## config.mk

```make
export PLATFORM = sky130hd
export DESIGN_NAME = differential_drive_frame_controller
export DESIGN_NICKNAME = d
export VERILOG_FILES = /design/src/design/ddfc_pkg.sv /design/src/design/ddfc_div_lane.sv /design/src/design/ddfc_merge.sv /design/src/design/differential_drive_frame_controller.sv
export SDC_FILE = /design/constraint.sdc
export NUM_CORES = 2
export LEC_CHECK = 0
export BUFFER_PORTS_ARGS = -buffer_cell sky130_fd_sc_hd__buf_4
export CAP_MARGIN = 25
export CELL_PAD_IN_SITES_DETAIL_PLACEMENT = 1
export CELL_PAD_IN_SITES_GLOBAL_PLACEMENT = 1
export CORE_ASPECT_RATIO = 1.25
export CORE_UTILIZATION = 25
export CTS_CLUSTER_SIZE = 14
export DETAILED_ROUTE_END_ITERATION = 8
export MAX_ROUTING_LAYER = met4
export PLACE_DENSITY_LB_ADDON = 0.1
export SLEW_MARGIN = 20
export SYNTH_ARGS = -nofsm -noshare
export SYNTH_HDL_FRONTEND = slang
export SYNTH_HIERARCHICAL = 1
export SYNTH_SLANG_ARGS = --single-unit
```

## constraint.sdc

```tcl
create_clock -name i_clk -period 11.3 [get_ports i_clk]
set_input_delay 0.565 -clock i_clk [delete_from_list [all_inputs] [get_ports i_clk]]
set_output_delay 0.565 -clock i_clk [all_outputs]
set_load 0.05 [all_outputs]
```

## src/design/ddfc_pkg.sv

```systemverilog
// ----------------------------------------------------------------------------
// ddfc_pkg
// Types and constants shared by the differential drive frame controller.
// ----------------------------------------------------------------------------
package ddfc_pkg;

    localparam int SAMPLE_BITS = 10;
    localparam int QUOT_BITS   = 16;

    localparam logic [7:0] START_BYTE = 8'hFF;
    localparam logic [7:0] STOP_BYTE  = 8'hFE;

    localparam logic [1:0] CFG_CLEARANCE   = 2'd0;
    localparam logic [1:0] CFG_SIDE_SCALE  = 2'd1;
    localparam logic [1:0] CFG_SIDE_OFFSET = 2'd2;
    localparam logic [1:0] CFG_FRONT_SCALE = 2'd3;

    // ceil(2^17 / 5): exact floor of sum / 5 for any sum below 43690
    localparam int          SMOOTH_SHIFT = 17;
    localparam logic [14:0] SMOOTH_RECIP = 15'd26215;

    // ceil(10000 * 2^17 / 126): exact floor of mag * 10000 / 126 for mag below 1024
    localparam int          MIX_SHIFT = 17;
    localparam logic [23:0] MIX_RECIP = 24'd10402540;

    typedef struct packed {
        logic [7:0]  rx_byte;
        logic [9:0]  left_sample;
        logic [9:0]  right_sample;
        logic [9:0]  front_sample;
    } t_in_item;

    typedef struct packed {
        logic [15:0] servo_compare;
        logic [15:0] left_compare;
        logic [15:0] right_compare;
        logic        left_reverse;
        logic        right_reverse;
        logic        autonomous_on;
        logic [15:0] left_distance;
        logic [15:0] right_distance;
        logic [15:0] front_distance;
    } t_out_item;

    typedef struct packed {
        logic start;
        logic busy;
        logic done;
    } t_lane_ctl;

    // (3*old + 2*x) / 5 with a zero sample counted as one
    function automatic logic [SAMPLE_BITS-1:0] smooth_level(
        input logic [SAMPLE_BITS-1:0] old_lvl,
        input logic [SAMPLE_BITS-1:0] raw
    );
        logic [SAMPLE_BITS-1:0] x;
        logic [SAMPLE_BITS+2:0] sum;
        logic [2*SAMPLE_BITS+8:0] prod;
        x    = (raw == '0) ? SAMPLE_BITS'(1) : raw;
        sum  = (SAMPLE_BITS+3)'(3) * (SAMPLE_BITS+3)'(old_lvl)
             + (SAMPLE_BITS+3)'(2) * (SAMPLE_BITS+3)'(x);
        // divide by five through the scaled reciprocal
        prod = (2*SAMPLE_BITS+9)'(sum) * (2*SAMPLE_BITS+9)'(SMOOTH_RECIP);
        smooth_level = prod[SMOOTH_SHIFT +: SAMPLE_BITS];
    endfunction

endpackage

```

## src/design/ddfc_div_lane.sv

```systemverilog
// ----------------------------------------------------------------------------
// ddfc_div_lane
// One distance lane: radix-2 restoring divide of a 16 bit scale by a level.
// ----------------------------------------------------------------------------
module ddfc_div_lane
    import ddfc_pkg::*;
(
    input  logic                   i_clk,
    input  logic                   i_rst_n,
    input  logic                   i_start,
    input  logic [QUOT_BITS-1:0]   i_scale,
    input  logic [SAMPLE_BITS-1:0] i_level,
    output logic                   o_done,
    output logic [QUOT_BITS-1:0]   o_quot
);

    logic [QUOT_BITS-1:0]   r_quot;
    logic [SAMPLE_BITS:0]   r_rem;
    logic [SAMPLE_BITS-1:0] r_div;
    logic [4:0]             r_cnt;
    logic                   r_busy;
    logic                   r_done;
    logic [SAMPLE_BITS+1:0] n_trial;
    logic [SAMPLE_BITS:0]   n_shift;

    assign n_shift = {r_rem[SAMPLE_BITS-1:0], r_quot[QUOT_BITS-1]};
    assign n_trial = {1'b0, n_shift} - {2'b0, r_div};

    always_ff @(posedge i_clk) begin
        if (!i_rst_n) begin
            r_busy <= 1'b0;
            r_done <= 1'b0;
            r_cnt  <= '0;
        end else begin
            r_done <= 1'b0;
            if (i_start) begin
                r_busy <= 1'b1;
                r_cnt  <= 5'(QUOT_BITS);
                r_quot <= i_scale;
                r_rem  <= '0;
                r_div  <= (i_level == '0) ? SAMPLE_BITS'(1) : i_level;
            end else if (r_busy) begin
                // shift one quotient bit in per cycle
                if (!n_trial[SAMPLE_BITS+1]) begin
                    r_rem <= n_trial[SAMPLE_BITS:0];
                    r_quot <= {r_quot[QUOT_BITS-2:0], 1'b1};
                end else begin
                    r_rem <= n_shift;
                    r_quot <= {r_quot[QUOT_BITS-2:0], 1'b0};
                end
                r_cnt <= r_cnt - 5'd1;
                if (r_cnt == 5'd1) begin
                    r_busy <= 1'b0;
                    r_done <= 1'b1;
                end
            end
        end
    end

    assign o_done = r_done;
    assign o_quot = r_quot;

endmodule

```

## src/design/ddfc_merge.sv

```systemverilog
// ----------------------------------------------------------------------------
// ddfc_merge
// Combines the lane distances with the held bytes into drive outputs.
// ----------------------------------------------------------------------------
module ddfc_merge
    import ddfc_pkg::*;
(
    input  logic             i_clk,
    input  logic             i_load,
    input  logic [15:0]      i_ld,
    input  logic [15:0]      i_rd,
    input  logic [15:0]      i_fd,
    input  logic [7:0]       i_b0,
    input  logic [7:0]       i_b1,
    input  logic [7:0]       i_b2,
    input  logic [7:0]       i_b3,
    input  logic [7:0]       i_thresh,
    output t_out_item        o_item
);

    logic        manual;
    logic [8:0]  fc;
    logic [8:0]  rc;
    logic signed [10:0] lmix;
    logic signed [10:0] rmix;
    logic [9:0]  lmag;
    logic [9:0]  rmag;
    logic [33:0] lprod;
    logic [33:0] rprod;
    t_out_item   r_item;

    always_comb begin
        manual = (i_b3 == 8'd1);
        if (manual) begin
            fc = {i_b0, 1'b0};
            rc = {i_b1, 1'b0};
        end else if (i_fd > {8'd0, i_thresh}) begin
            fc = 9'd25;
            rc = (i_ld > i_rd) ? 9'd90 : (i_rd > i_ld) ? 9'd160 : 9'd126;
        end else begin
            fc = 9'd131;
            rc = (i_ld > i_rd) ? 9'd35 : (i_rd > i_ld) ? 9'd205 : 9'd126;
        end
        lmix  = $signed({2'b0, fc}) - $signed({2'b0, rc});
        rmix  = $signed({2'b0, fc}) + $signed({2'b0, rc}) - 11'sd253;
        lmag  = lmix[10] ? 10'(-lmix) : lmix[9:0];
        rmag  = rmix[10] ? 10'(-rmix) : rmix[9:0];
        // mag * 10000 / 126 as one reciprocal multiply
        lprod = 34'(lmag) * 34'(MIX_RECIP);
        rprod = 34'(rmag) * 34'(MIX_RECIP);
    end

    always_ff @(posedge i_clk) begin
        if (i_load) begin
            r_item.servo_compare  <= 16'd2000 - {5'd0, i_b2, 3'd0};
            r_item.left_compare   <= lprod[MIX_SHIFT +: 16];
            r_item.right_compare  <= rprod[MIX_SHIFT +: 16];
            r_item.left_reverse   <= lmix[10];
            r_item.right_reverse  <= rmix[10];
            r_item.autonomous_on  <= !manual;
            r_item.left_distance  <= i_ld;
            r_item.right_distance <= i_rd;
            r_item.front_distance <= i_fd;
        end
    end

    assign o_item = r_item;

endmodule

```

## src/design/differential_drive_frame_controller.sv

```systemverilog
// ----------------------------------------------------------------------------
// differential_drive_frame_controller
// Serial framer, sensor smoothing, three parallel divide lanes and drive mix.
// ----------------------------------------------------------------------------
// channel | dir | handshake          | payload
// in      | in  | i_valid / o_ready  | i_in  (t_in_item)
// out     | out | o_valid / i_ready  | o_out (t_out_item)
// cfg     | in  | i_cfg_valid/o_cfg_ready | i_cfg_index, i_cfg_data
//
// A frame is smoothed once its stop byte is accepted, then runs in the divide
// lanes side by side (16 quotient bits, then done, when the merge register
// loads), and then raises o_valid. Reset is synchronous and clears the
// framer, levels, held bytes and configuration registers. A stalled result is
// held in the output register; the input holds off until it is taken.
module differential_drive_frame_controller
    import ddfc_pkg::*;
(
    input  logic        i_clk,
    input  logic        i_rst_n,
    input  logic        i_valid,
    output logic        o_ready,
    input  t_in_item    i_in,
    output logic        o_valid,
    input  logic        i_ready,
    output t_out_item   o_out,
    input  logic        i_cfg_valid,
    output logic        o_cfg_ready,
    input  logic [1:0]  i_cfg_index,
    input  logic [15:0] i_cfg_data
);

    typedef enum logic [1:0] {ST_IDLE, ST_SMOOTH, ST_DIV, ST_MERGE} t_state;

    t_state r_state;
    logic [2:0] r_pos;
    logic [7:0] r_bytes [4];
    logic [SAMPLE_BITS-1:0] r_lvl [3];
    logic [SAMPLE_BITS-1:0] r_smp [3];
    logic [7:0]  r_thresh, r_soff;
    logic [15:0] r_sscale, r_fscale;
    logic        r_out_valid;
    t_lane_ctl   lane_ctl;
    logic [2:0]  lane_done;
    logic [15:0] lane_q [3];
    t_out_item   merged;
    logic        accept_in, frame_ok;

    assign o_ready     = (r_state == ST_IDLE) && !r_out_valid;
    assign o_cfg_ready = 1'b1;
    assign accept_in   = i_valid && o_ready;
    assign frame_ok    = (r_pos == 3'd5) && (i_in.rx_byte == STOP_BYTE);

    assign lane_ctl.start = (r_state == ST_SMOOTH);
    assign lane_ctl.busy  = (r_state == ST_DIV);
    assign lane_ctl.done  = lane_done[0];

    always_ff @(posedge i_clk) begin
        if (!i_rst_n) begin
            r_state     <= ST_IDLE;
            r_pos       <= '0;
            r_out_valid <= 1'b0;
            r_thresh    <= 8'd29;
            r_sscale    <= 16'd21543;
            r_soff      <= 8'd26;
            r_fscale    <= 16'd6000;
            for (int i = 0; i < 4; i++) r_bytes[i] <= '0;
            for (int i = 0; i < 3; i++) r_lvl[i] <= '0;
        end else begin
            if (i_cfg_valid) begin
                case (i_cfg_index)
                    CFG_CLEARANCE:   r_thresh <= i_cfg_data[7:0];
                    CFG_SIDE_SCALE:  r_sscale <= i_cfg_data;
                    CFG_SIDE_OFFSET: r_soff   <= i_cfg_data[7:0];
                    CFG_FRONT_SCALE: r_fscale <= i_cfg_data;
                    default: ;
                endcase
            end
            if (o_valid && i_ready) r_out_valid <= 1'b0;
            case (r_state)
                ST_IDLE: begin
                    if (accept_in) begin
                        if (r_pos >= 3'd1 && r_pos <= 3'd4) begin
                            r_bytes[2'(r_pos - 3'd1)] <= i_in.rx_byte;
                            r_pos <= r_pos + 3'd1;
                        end else begin
                            r_pos <= 3'd0;
                        end
                        if (i_in.rx_byte == START_BYTE) r_pos <= 3'd1;
                        if (frame_ok) begin
                            r_smp[0] <= i_in.left_sample;
                            r_smp[1] <= i_in.right_sample;
                            r_smp[2] <= i_in.front_sample;
                            r_state  <= ST_SMOOTH;
                        end
                    end
                end
                ST_SMOOTH: begin
                    // levels update here; lanes start from next-level values
                    for (int i = 0; i < 3; i++)
                        r_lvl[i] <= smooth_level(r_lvl[i], r_smp[i]);
                    r_state <= ST_DIV;
                end
                ST_DIV: begin
                    if (lane_ctl.done) r_state <= ST_MERGE;
                end
                ST_MERGE: begin
                    r_out_valid <= 1'b1;
                    r_state     <= ST_IDLE;
                end
                default: r_state <= ST_IDLE;
            endcase
        end
    end

    logic [SAMPLE_BITS-1:0] new_lvl [3];
    always_comb begin
        for (int i = 0; i < 3; i++) new_lvl[i] = smooth_level(r_lvl[i], r_smp[i]);
    end

    ddfc_div_lane u_lane_l (.i_clk, .i_rst_n, .i_start(lane_ctl.start),
        .i_scale(r_sscale), .i_level(new_lvl[0]), .o_done(lane_done[0]),
        .o_quot(lane_q[0]));
    ddfc_div_lane u_lane_r (.i_clk, .i_rst_n, .i_start(lane_ctl.start),
        .i_scale(r_sscale), .i_level(new_lvl[1]), .o_done(lane_done[1]),
        .o_quot(lane_q[1]));
    ddfc_div_lane u_lane_f (.i_clk, .i_rst_n, .i_start(lane_ctl.start),
        .i_scale(r_fscale), .i_level(new_lvl[2]), .o_done(lane_done[2]),
        .o_quot(lane_q[2]));

    ddfc_merge u_merge (
        .i_clk,
        .i_load   (lane_ctl.busy && lane_ctl.done && lane_done[1] && lane_done[2]),
        .i_ld     (lane_q[0] + {8'd0, r_soff}),
        .i_rd     (lane_q[1] + {8'd0, r_soff}),
        .i_fd     (lane_q[2]),
        .i_b0     (r_bytes[0]),
        .i_b1     (r_bytes[1]),
        .i_b2     (r_bytes[2]),
        .i_b3     (r_bytes[3]),
        .i_thresh (r_thresh),
        .o_item   (merged)
    );

    assign o_valid = r_out_valid;
    assign o_out   = merged;

endmodule
```

Yosys cells after proc, flatten, opt, wreduce, memory -nomap -nowiden
Memories as Yosys holds them, arrays and structs flattened.
Cells that the tools add are included.
- memories: 3
- input bits: 61
- output and inout bits: 102
- bits in writable memories: 92
- logic and storage cells: 206
- bits in latches: 0
- bits in read-only memories: 0
- register bits after elaboration: 282
- shifts and indexed selects: 0
- bitwise gates (word level): 7
- add/subtract/negate cells: 19
- multiplexer cells: 74
- $lt $le $gt $ge: 5
- reductions and logical operators: 37
- equal/unequal tests: 16
- multiply operators: 8
- div/mod/pow operators: 0
- memory list (name ; words ; bits a word ; read ports ; clocked after Yosys merged registers in ; wr ports ; RTL line ; source):
    r_bytes ; 4 ; 8 ; 4 ; 0 ; 4 ; differential_drive_frame_controller.sv:36 ; logic [7:0] r_bytes [4];
    r_lvl ; 3 ; 10 ; 3 ; 0 ; 3 ; differential_drive_frame_controller.sv:37 ; logic [SAMPLE_BITS-1:0] r_lvl [3];
    r_smp ; 3 ; 10 ; 3 ; 0 ; 3 ; differential_drive_frame_controller.sv:38 ; logic [SAMPLE_BITS-1:0] r_smp [3];
- operators by type and width (operator ; count):
    10-bit 2-to-1 mux ; 14
    16-bit 2-to-1 mux ; 6
    13-bit by 15-bit multiplier with 27-bit output, second input constant ; 3
    10-bit by 22-bit multiplier with 31-bit output, second input constant ; 2
    10-bit zero test ; 6
    9-bit 2-to-1 mux ; 5
    12-bit by 11-bit adder with 13-bit output ; 3
    2-bit by 10-bit multiplier with 12-bit output, first input constant ; 3
    11-bit by 10-bit subtractor with 12-bit output ; 3
    16-bit by 8-bit adder with 16-bit output ; 2
    16-bit > comparator ; 2
    1-bit 2-to-1 mux ; 32
    8-bit 2-to-1 mux ; 4
    5-bit 2-to-1 mux ; 6
    10-bit negation ; 2
    2-bit AND reduction ; 9
    8-bit == test, second input constant ; 2
    16-bit by 8-bit > comparator with 1-bit output ; 1
    5-bit by 1-bit == test with 1-bit output, second input constant ; 3
    5-bit by 1-bit subtractor with 5-bit output, second input constant ; 3
    11-bit by 11-bit subtractor with 12-bit output, first input constant ; 1
    10-bit by 8-bit subtractor with 11-bit output, second input constant ; 1
    9-bit by 9-bit adder with 10-bit output ; 1
    9-bit by 9-bit subtractor with 10-bit output ; 1
    other kinds (23) ; 51

Logic depth before layout (Yosys ltp)
- depth in word-level cells: 11
- gate-level depth with buffers: 52
- mapped depth without buffers: 52

Modules after synthesis
Netlist, hierarchy kept.
- modules (own cells, without submodules) (module ; cells each ; sequential area each (µm²) ; area an instance (µm²) ; instances):
    differential_drive_frame_controller ; 1731 ; 3843.7 ; 17110.2 ; 1
    ddfc_merge ; 1173 ; 2762.6 ; 12205.5 ; 1
    ddfc_div_lane ; 196 ; 1221.2 ; 2302.2 ; 3

Worst setup path after synthesis
No wires, ideal clock.
- path kind: reg2reg
- start: register r_soff[0]
- end: register u_merge.r_item, in the netlist u_merge/o_item[63] (data pin)
- library setup time: 0.268 ns
- slack: 0.176 ns
- stages on the path, launching flop included: 52
- arrival: 10.856 ns
- data required time: 11.032 ns
- path buffers: 0
- period minus slack after synthesis: 11.124 ns
- path through: dfxtp_1 ha_1 inv_1 fa_1 nor2b_1 o21ai_0 a21oi_1 o21ai_0 a21oi_1 nand3_1 xnor2_1 inv_1 ha_1 and4_1 a221oi_1 nand3_1 and2_1 nand2_1 (+16 left out) fa_1 inv_1 fa_1 fa_1 inv_1 fa_1 inv_1 ha_1 nand3_1 nor3_1 a2111oi_0 o21ai_0 a21o_1 a211oi_4 o21ai_2 a41oi_2 o311ai_2 xor2_1
- longest elaborated chain between the ends: 11
- elaborated cells between the ends (all ways): 15
- those cells by class: add/sub: 5; mul: 1; order compare: 2; mux: 7
- ends and longest elaborated chain (item ; RTL line ; source):
    from (decl) ; differential_drive_frame_controller.sv:39 ; logic [7:0] r_thresh, r_soff;
    from (signal assigned) ; differential_drive_frame_controller.sv:73 ; CFG_SIDE_OFFSET: r_soff <= i_cfg_data[7:0];
    16-bit by 8-bit adder with 16-bit output (on tied branches) ; differential_drive_frame_controller.sv:134, differential_drive_frame_controller.sv:133 ;
    16-bit > comparator ; ddfc_merge.sv:39, ddfc_merge.sv:42 ;
    8-bit 2-to-1 mux (on tied branches) ; ddfc_merge.sv:42, ddfc_merge.sv:39 ;
    9-bit 2-to-1 mux (on tied branches) ; ddfc_merge.sv:42, ddfc_merge.sv:39 ;
    9-bit 2-to-1 mux (*) ; ddfc_merge.sv:37 ; end else if (i_fd > {8'd0, i_thresh}) begin
    9-bit 2-to-1 mux (*) ; ddfc_merge.sv:34 ; if (manual) begin
    9-bit by 9-bit adder with 10-bit output (*) ; ddfc_merge.sv:45 ; rmix = $signed({2'b0, fc}) + $signed({2'b0, rc}) - 11'sd253;
    10-bit by 8-bit subtractor with 11-bit output (*) ; ddfc_merge.sv:45 ;
    10-bit negation ; ddfc_merge.sv:47 ; rmag = rmix[10] ? 10'(-rmix) : rmix[9:0];
    10-bit 2-to-1 mux (*) ; ddfc_merge.sv:47 ;
    10-bit by 22-bit multiplier with 31-bit output (*) ; ddfc_merge.sv:50 ; rprod = 34'(rmag) * 34'(MIX_RECIP);
    via u_merge.rprod[29] ; ddfc_merge.sv:29 ; logic [33:0] rprod;
    to (decl) ; ddfc_merge.sv:30 ; t_out_item r_item;
The timed path passes the listed nets; every way through them passes the cells marked *.
A chain may end at the register's enable or synchronous reset.

Final worst setup path
- start: register u_lane_r.r_quot[0] (netlist: u_lane_r/o_quot[0])
- end: register u_merge.r_item, in the netlist u_merge/o_item[80] (data pin)
- longest elaborated chain between the ends: 10
- elaborated cells between the ends (all ways): 13
- those cells by class: add/sub: 3; mul: 1; order compare: 2; mux: 7
- ends and longest elaborated chain (item ; RTL line ; source):
    from (decl) ; ddfc_div_lane.sv:17 ; logic [QUOT_BITS-1:0] r_quot;
    from (signal assigned) ; ddfc_div_lane.sv:39 ; r_quot <= i_scale;
    from (signal assigned) ; ddfc_div_lane.sv:46 ; r_quot <= {r_quot[QUOT_BITS-2:0], 1'b1};
    from (signal assigned) ; ddfc_div_lane.sv:49 ; r_quot <= {r_quot[QUOT_BITS-2:0], 1'b0};
    16-bit by 8-bit adder with 16-bit output (*) ; differential_drive_frame_controller.sv:134 ; .i_rd (lane_q[1] + {8'd0, r_soff}),
    16-bit > comparator ; ddfc_merge.sv:39, ddfc_merge.sv:42 ;
    8-bit 2-to-1 mux (on tied branches) ; ddfc_merge.sv:42, ddfc_merge.sv:39 ;
    9-bit 2-to-1 mux (on tied branches) ; ddfc_merge.sv:42, ddfc_merge.sv:39 ;
    9-bit 2-to-1 mux (*) ; ddfc_merge.sv:37 ;
    9-bit 2-to-1 mux (*) ; ddfc_merge.sv:34 ;
    9-bit by 9-bit subtractor with 10-bit output (*) ; ddfc_merge.sv:44 ; lmix = $signed({2'b0, fc}) - $signed({2'b0, rc});
    via u_merge.lmix[10] ; ddfc_merge.sv:24 ; logic signed [10:0] lmix;
    10-bit negation ; ddfc_merge.sv:46 ; lmag = lmix[10] ? 10'(-lmix) : lmix[9:0];
    10-bit 2-to-1 mux (*) ; ddfc_merge.sv:46 ;
    10-bit by 22-bit multiplier with 31-bit output (*) ; ddfc_merge.sv:49 ; lprod = 34'(lmag) * 34'(MIX_RECIP);
    via u_merge.lprod[30] ; ddfc_merge.sv:28 ; logic [33:0] lprod;
Marked as above.

==> results.py <==
metrics = {
    "die": {
        "fp-row-count": 155,
        "io_pins": 163,
        "die_y_um": 428,
        "core-area_sq_um": 143000,
        "fp.dieW_um": 342,
        "die_area_sq_um": 146000,
        "start_util": 0.253,
    },
    "worst_setup_path": {
        "required_ns": 11.69,
        "slowest_stage": "fa_1",
        "r2r_start": "u_lane_r/o_quot[0]",
        "startpoint": "u_lane_r/o_quot[0]",
        "path_max_fanout": 4,
        "cp_data_arrival_time_ns": 11.36,
        "crit_path_end": "u_merge/o_item[80]",
        "worstRegToRegCells": 50,
        "critPathKind": "register to register",
        "start_kind": "register",
        "reg2reg_slack_ns": 0.33,
        "cp-end-kind": "register",
        "critPathMaxStageDelay_ns": 0.57,
        "reg2reg_to": "u_merge/o_item[80]",
    },
    "clock_network": {
        "cts_tree": "built",
        "cts-root-buf": "clkbuf_16",
        "clkLatencyLatePin_ns": 0.65,
        "path_clk_slew_ns": 0.06,
        "cts-buffers-inserted": 48,
        "h-tree-depth": 2,
        "clock-sinks": 367,
        "clockBufferDepth": 3,
    },
    "final_layout": {
        "stdcell_area_sq_um": 44600,
        "final_net_count": 4895,
        "syn2layout_area_growth_pct": 23.2,
        "n_fill_cell": 16200,
        "fin_cells": 5888,
        "final_layout_size_suffix_gt1_frac": 0.215,
    },
    "synth": {
        "synth_area_sq_um": 36200,
        "synth_seq_cells": 367,
        "synth_top_area_cell": "edfxtp_1",
        "seq_area_frac_synth": 0.284,
        "postSynthAreaPerCell_sq_um": 10.4,
        "yosysWarnings": 6,
        "yosys_most_used_dff": "edfxtp_1",
        "syn_inst": 3492,
        "ys_async_sr_fraction": 0,
        "yosys.area.top_type_share": 0.242,
        "netlist_top_cells_area": "edfxtp_1 24%, fa_1 19%, ha_1 18%",
        "synth_edf_count": 292,
        "synth_cell_types": 98,
    },
    "sta": {
        "setup_ws_ns": 0.334,
        "skew_ns": 0.0433,
        "finalCritPeriodShare": 0.970,
        "rsz0062_at_grt": "yes",
        "hold_viol_final": 0,
        "setup_viol": 0,
        "fmax_mhz": 91.2,
        "worstMarginPinSlew_ns": 0.940,
        "slew_headroom": 0.368,
        "maxSlewViolCount": 0,
        "period_needed_ns": 10.97,
    },
    "grt": {
        "grt_pass1_wl_um": 169000,
        "antenna_found_initial": 8,
        "grt_start_max_net_pins": 59,
        "grt_overflow_total": 0,
        "grt_pass1_vias": 28900,
        "grt_usage": 0.156,
    },
    "detailed_routing": {
        "postRouteAntennaNets": 0,
        "drc": 34,
        "dr.pass1.iters": 9,
        "wl_um": 110000,
        "drtIter0Drc": 894,
        "routedWlPerCell_um": 18.7,
        "vias_per_cell": 4.39,
        "vias": 25800,
    },
    "placed_design": {
        "hpwl_um": 91900,
        "placed_cell_area_sq_um": 41700,
        "routabilityCongestion": 0.819,
        "dp_slack_ns": -0.751,
        "placed_cells_incl_taps": 5743,
        "portBuffers": 158,
    },
    "hold_path": {
        "min_path_type": "primary input to register",
        "worstHoldStart": "i_in[19]",
        "whs_path_depth": 1,
    },
    "status": {
        "run_status": "finished, violations left",
        "violations": "design-rule violations",
    },
    "job": {
        "maxCapViolCount": 0,
    },
}
## cells in the mapped netlist, types with 18 or more instances
master	n
xor2_1	62
mux2_2	48
a211oi_1	28
nor3_1	32
xnor2_1	120
o21ai_0	81
ha_1	535
a21o_1	56
nand2_1	205
o211ai_1	19
edfxtp_1	292
o21ai_1	19
nor2_1	114
a21oi_1	178
fa_1	342
inv_1	665
and3_1	18
nand4_1	27
nor2b_1	22
o21a_1	35
nand2b_1	26
clkbuf_1	81
nand3_1	75
dfxtp_1	75
and2_1	66
## registers in the layout, indices dropped and copies added (netlist names), 16 cells and up
signal and flops:
u_merge/o_item 92, r_bytes 32, r_lvl 30, r_smp 30, r_fscale 16, r_sscale 16, u_lane_f/o_quot 16, u_lane_l/o_quot 16
u_lane_r/o_quot 16
## worst max-delay path, delay by kind of cell, from the launching register on
| kind | cells | cell delay, ns |
|---|---|---|
| adder cells (fa/ha/maj) | 10 | 3.73 |
| AO/OA/AOI/OAI | 15 | 2.90 |
| AND/OR/NAND/NOR | 11 | 2.01 |
| buffers and inverters | 11 | 1.13 |
| XOR/XNOR | 3 | 0.51 |
| flip-flops | 1 | 0.40 |
## layout make-up
| cell class | instances | area [sq um] | area share |
|---|---|---|---|
| Inverter | 668 | 2510 | 0.0563 |
| Antenna cell | 7 | 17.5 | 0.000392 |
| Tap cell | 1884 | 2360 | 0.0528 |
| Multi-Input combinational cell | 2363 | 24000 | 0.538 |
| Timing Repair Buffer | 509 | 3880 | 0.0869 |
| Clock inverter | 30 | 262 | 0.00586 |
| Sequential cell | 367 | 10300 | 0.230 |
| Clock buffer | 60 | 1330 | 0.0298 |
## per-stage QoR
stage	TNS [ns]	utilization	hold slack [ns]
after floorplan	0	-	0.433
after global placement	-10.87	0.291	0.441
after detailed placement	-12.09	0.291	0.449
after CTS	0	0.304	0.0306
after global routing	-1.41	0.311	0.0677
final	0	0.311	0.106
## worst min-delay path by stage
stage                        end  slack (ns)
finish              r_smp[0][19]        0.11
global route        r_smp[0][19]        0.07
CTS                 r_smp[0][19]        0.03
detailed placement  r_fscale[11]        0.45
global placement     r_fscale[2]        0.44
floorplan           r_fscale[11]        0.43
## timing repair
item                       4_1_cts  5_1_grt
setup endpoints to repair       30       30
hold buffers                     0        0
cloned                           0        0
pin swaps                       27      107
setup buffers                   19       29
gates resized for setup         49      154
## cells in the final DEF, fill, tap and decap left out, types with 25 or more instances in the layout
cell type | Yosys | layout
buf_4 | 8 | 499
nand4_1 | 27 | 27
nand2_1 | 205 | 202
a21o_1 | 56 | 56
nor2_1 | 114 | 107
ha_1 | 535 | 508
edfxtp_1 | 292 | 292
nand2b_1 | 26 | 25
inv_1 | 665 | 649
nand3_1 | 75 | 70
clkbuf_16 | 0 | 50
nor3_1 | 32 | 29
fa_1 | 342 | 323
a21oi_1 | 178 | 164
o21ai_0 | 81 | 62
o21ai_1 | 19 | 32
o21a_1 | 35 | 35
and2_1 | 66 | 64
xnor2_1 | 120 | 109
dfxtp_1 | 75 | 74
mux2_2 | 48 | 48
xor2_1 | 62 | 56
## cells by family after synthesis
family          share of synthesized area
fa+ha+maj                           0.374
buf+inv                            0.0801
simple gates                       0.0958
compound gates                      0.103
flops                               0.284
xor+xnor                           0.0440
mux                                0.0193
other cells                      0.000311
## layer usage
| metal | wire (um) | GRT usage | up-vias |
|---|---|---|---|
| met5 | 0 | - | - |
| met4 | 2360 | 0.0388 | 0 |
| met3 | 2640 | 0.0167 | 96 |
| met2 | 57200 | 0.282 | 230 |
| met1 | 47700 | 0.183 | 12900 |
| li1 | - | - | 12600 |
Power is not shown: default switching activity piles up to over one toggle a cycle in this logic, so the estimate is an artifact.
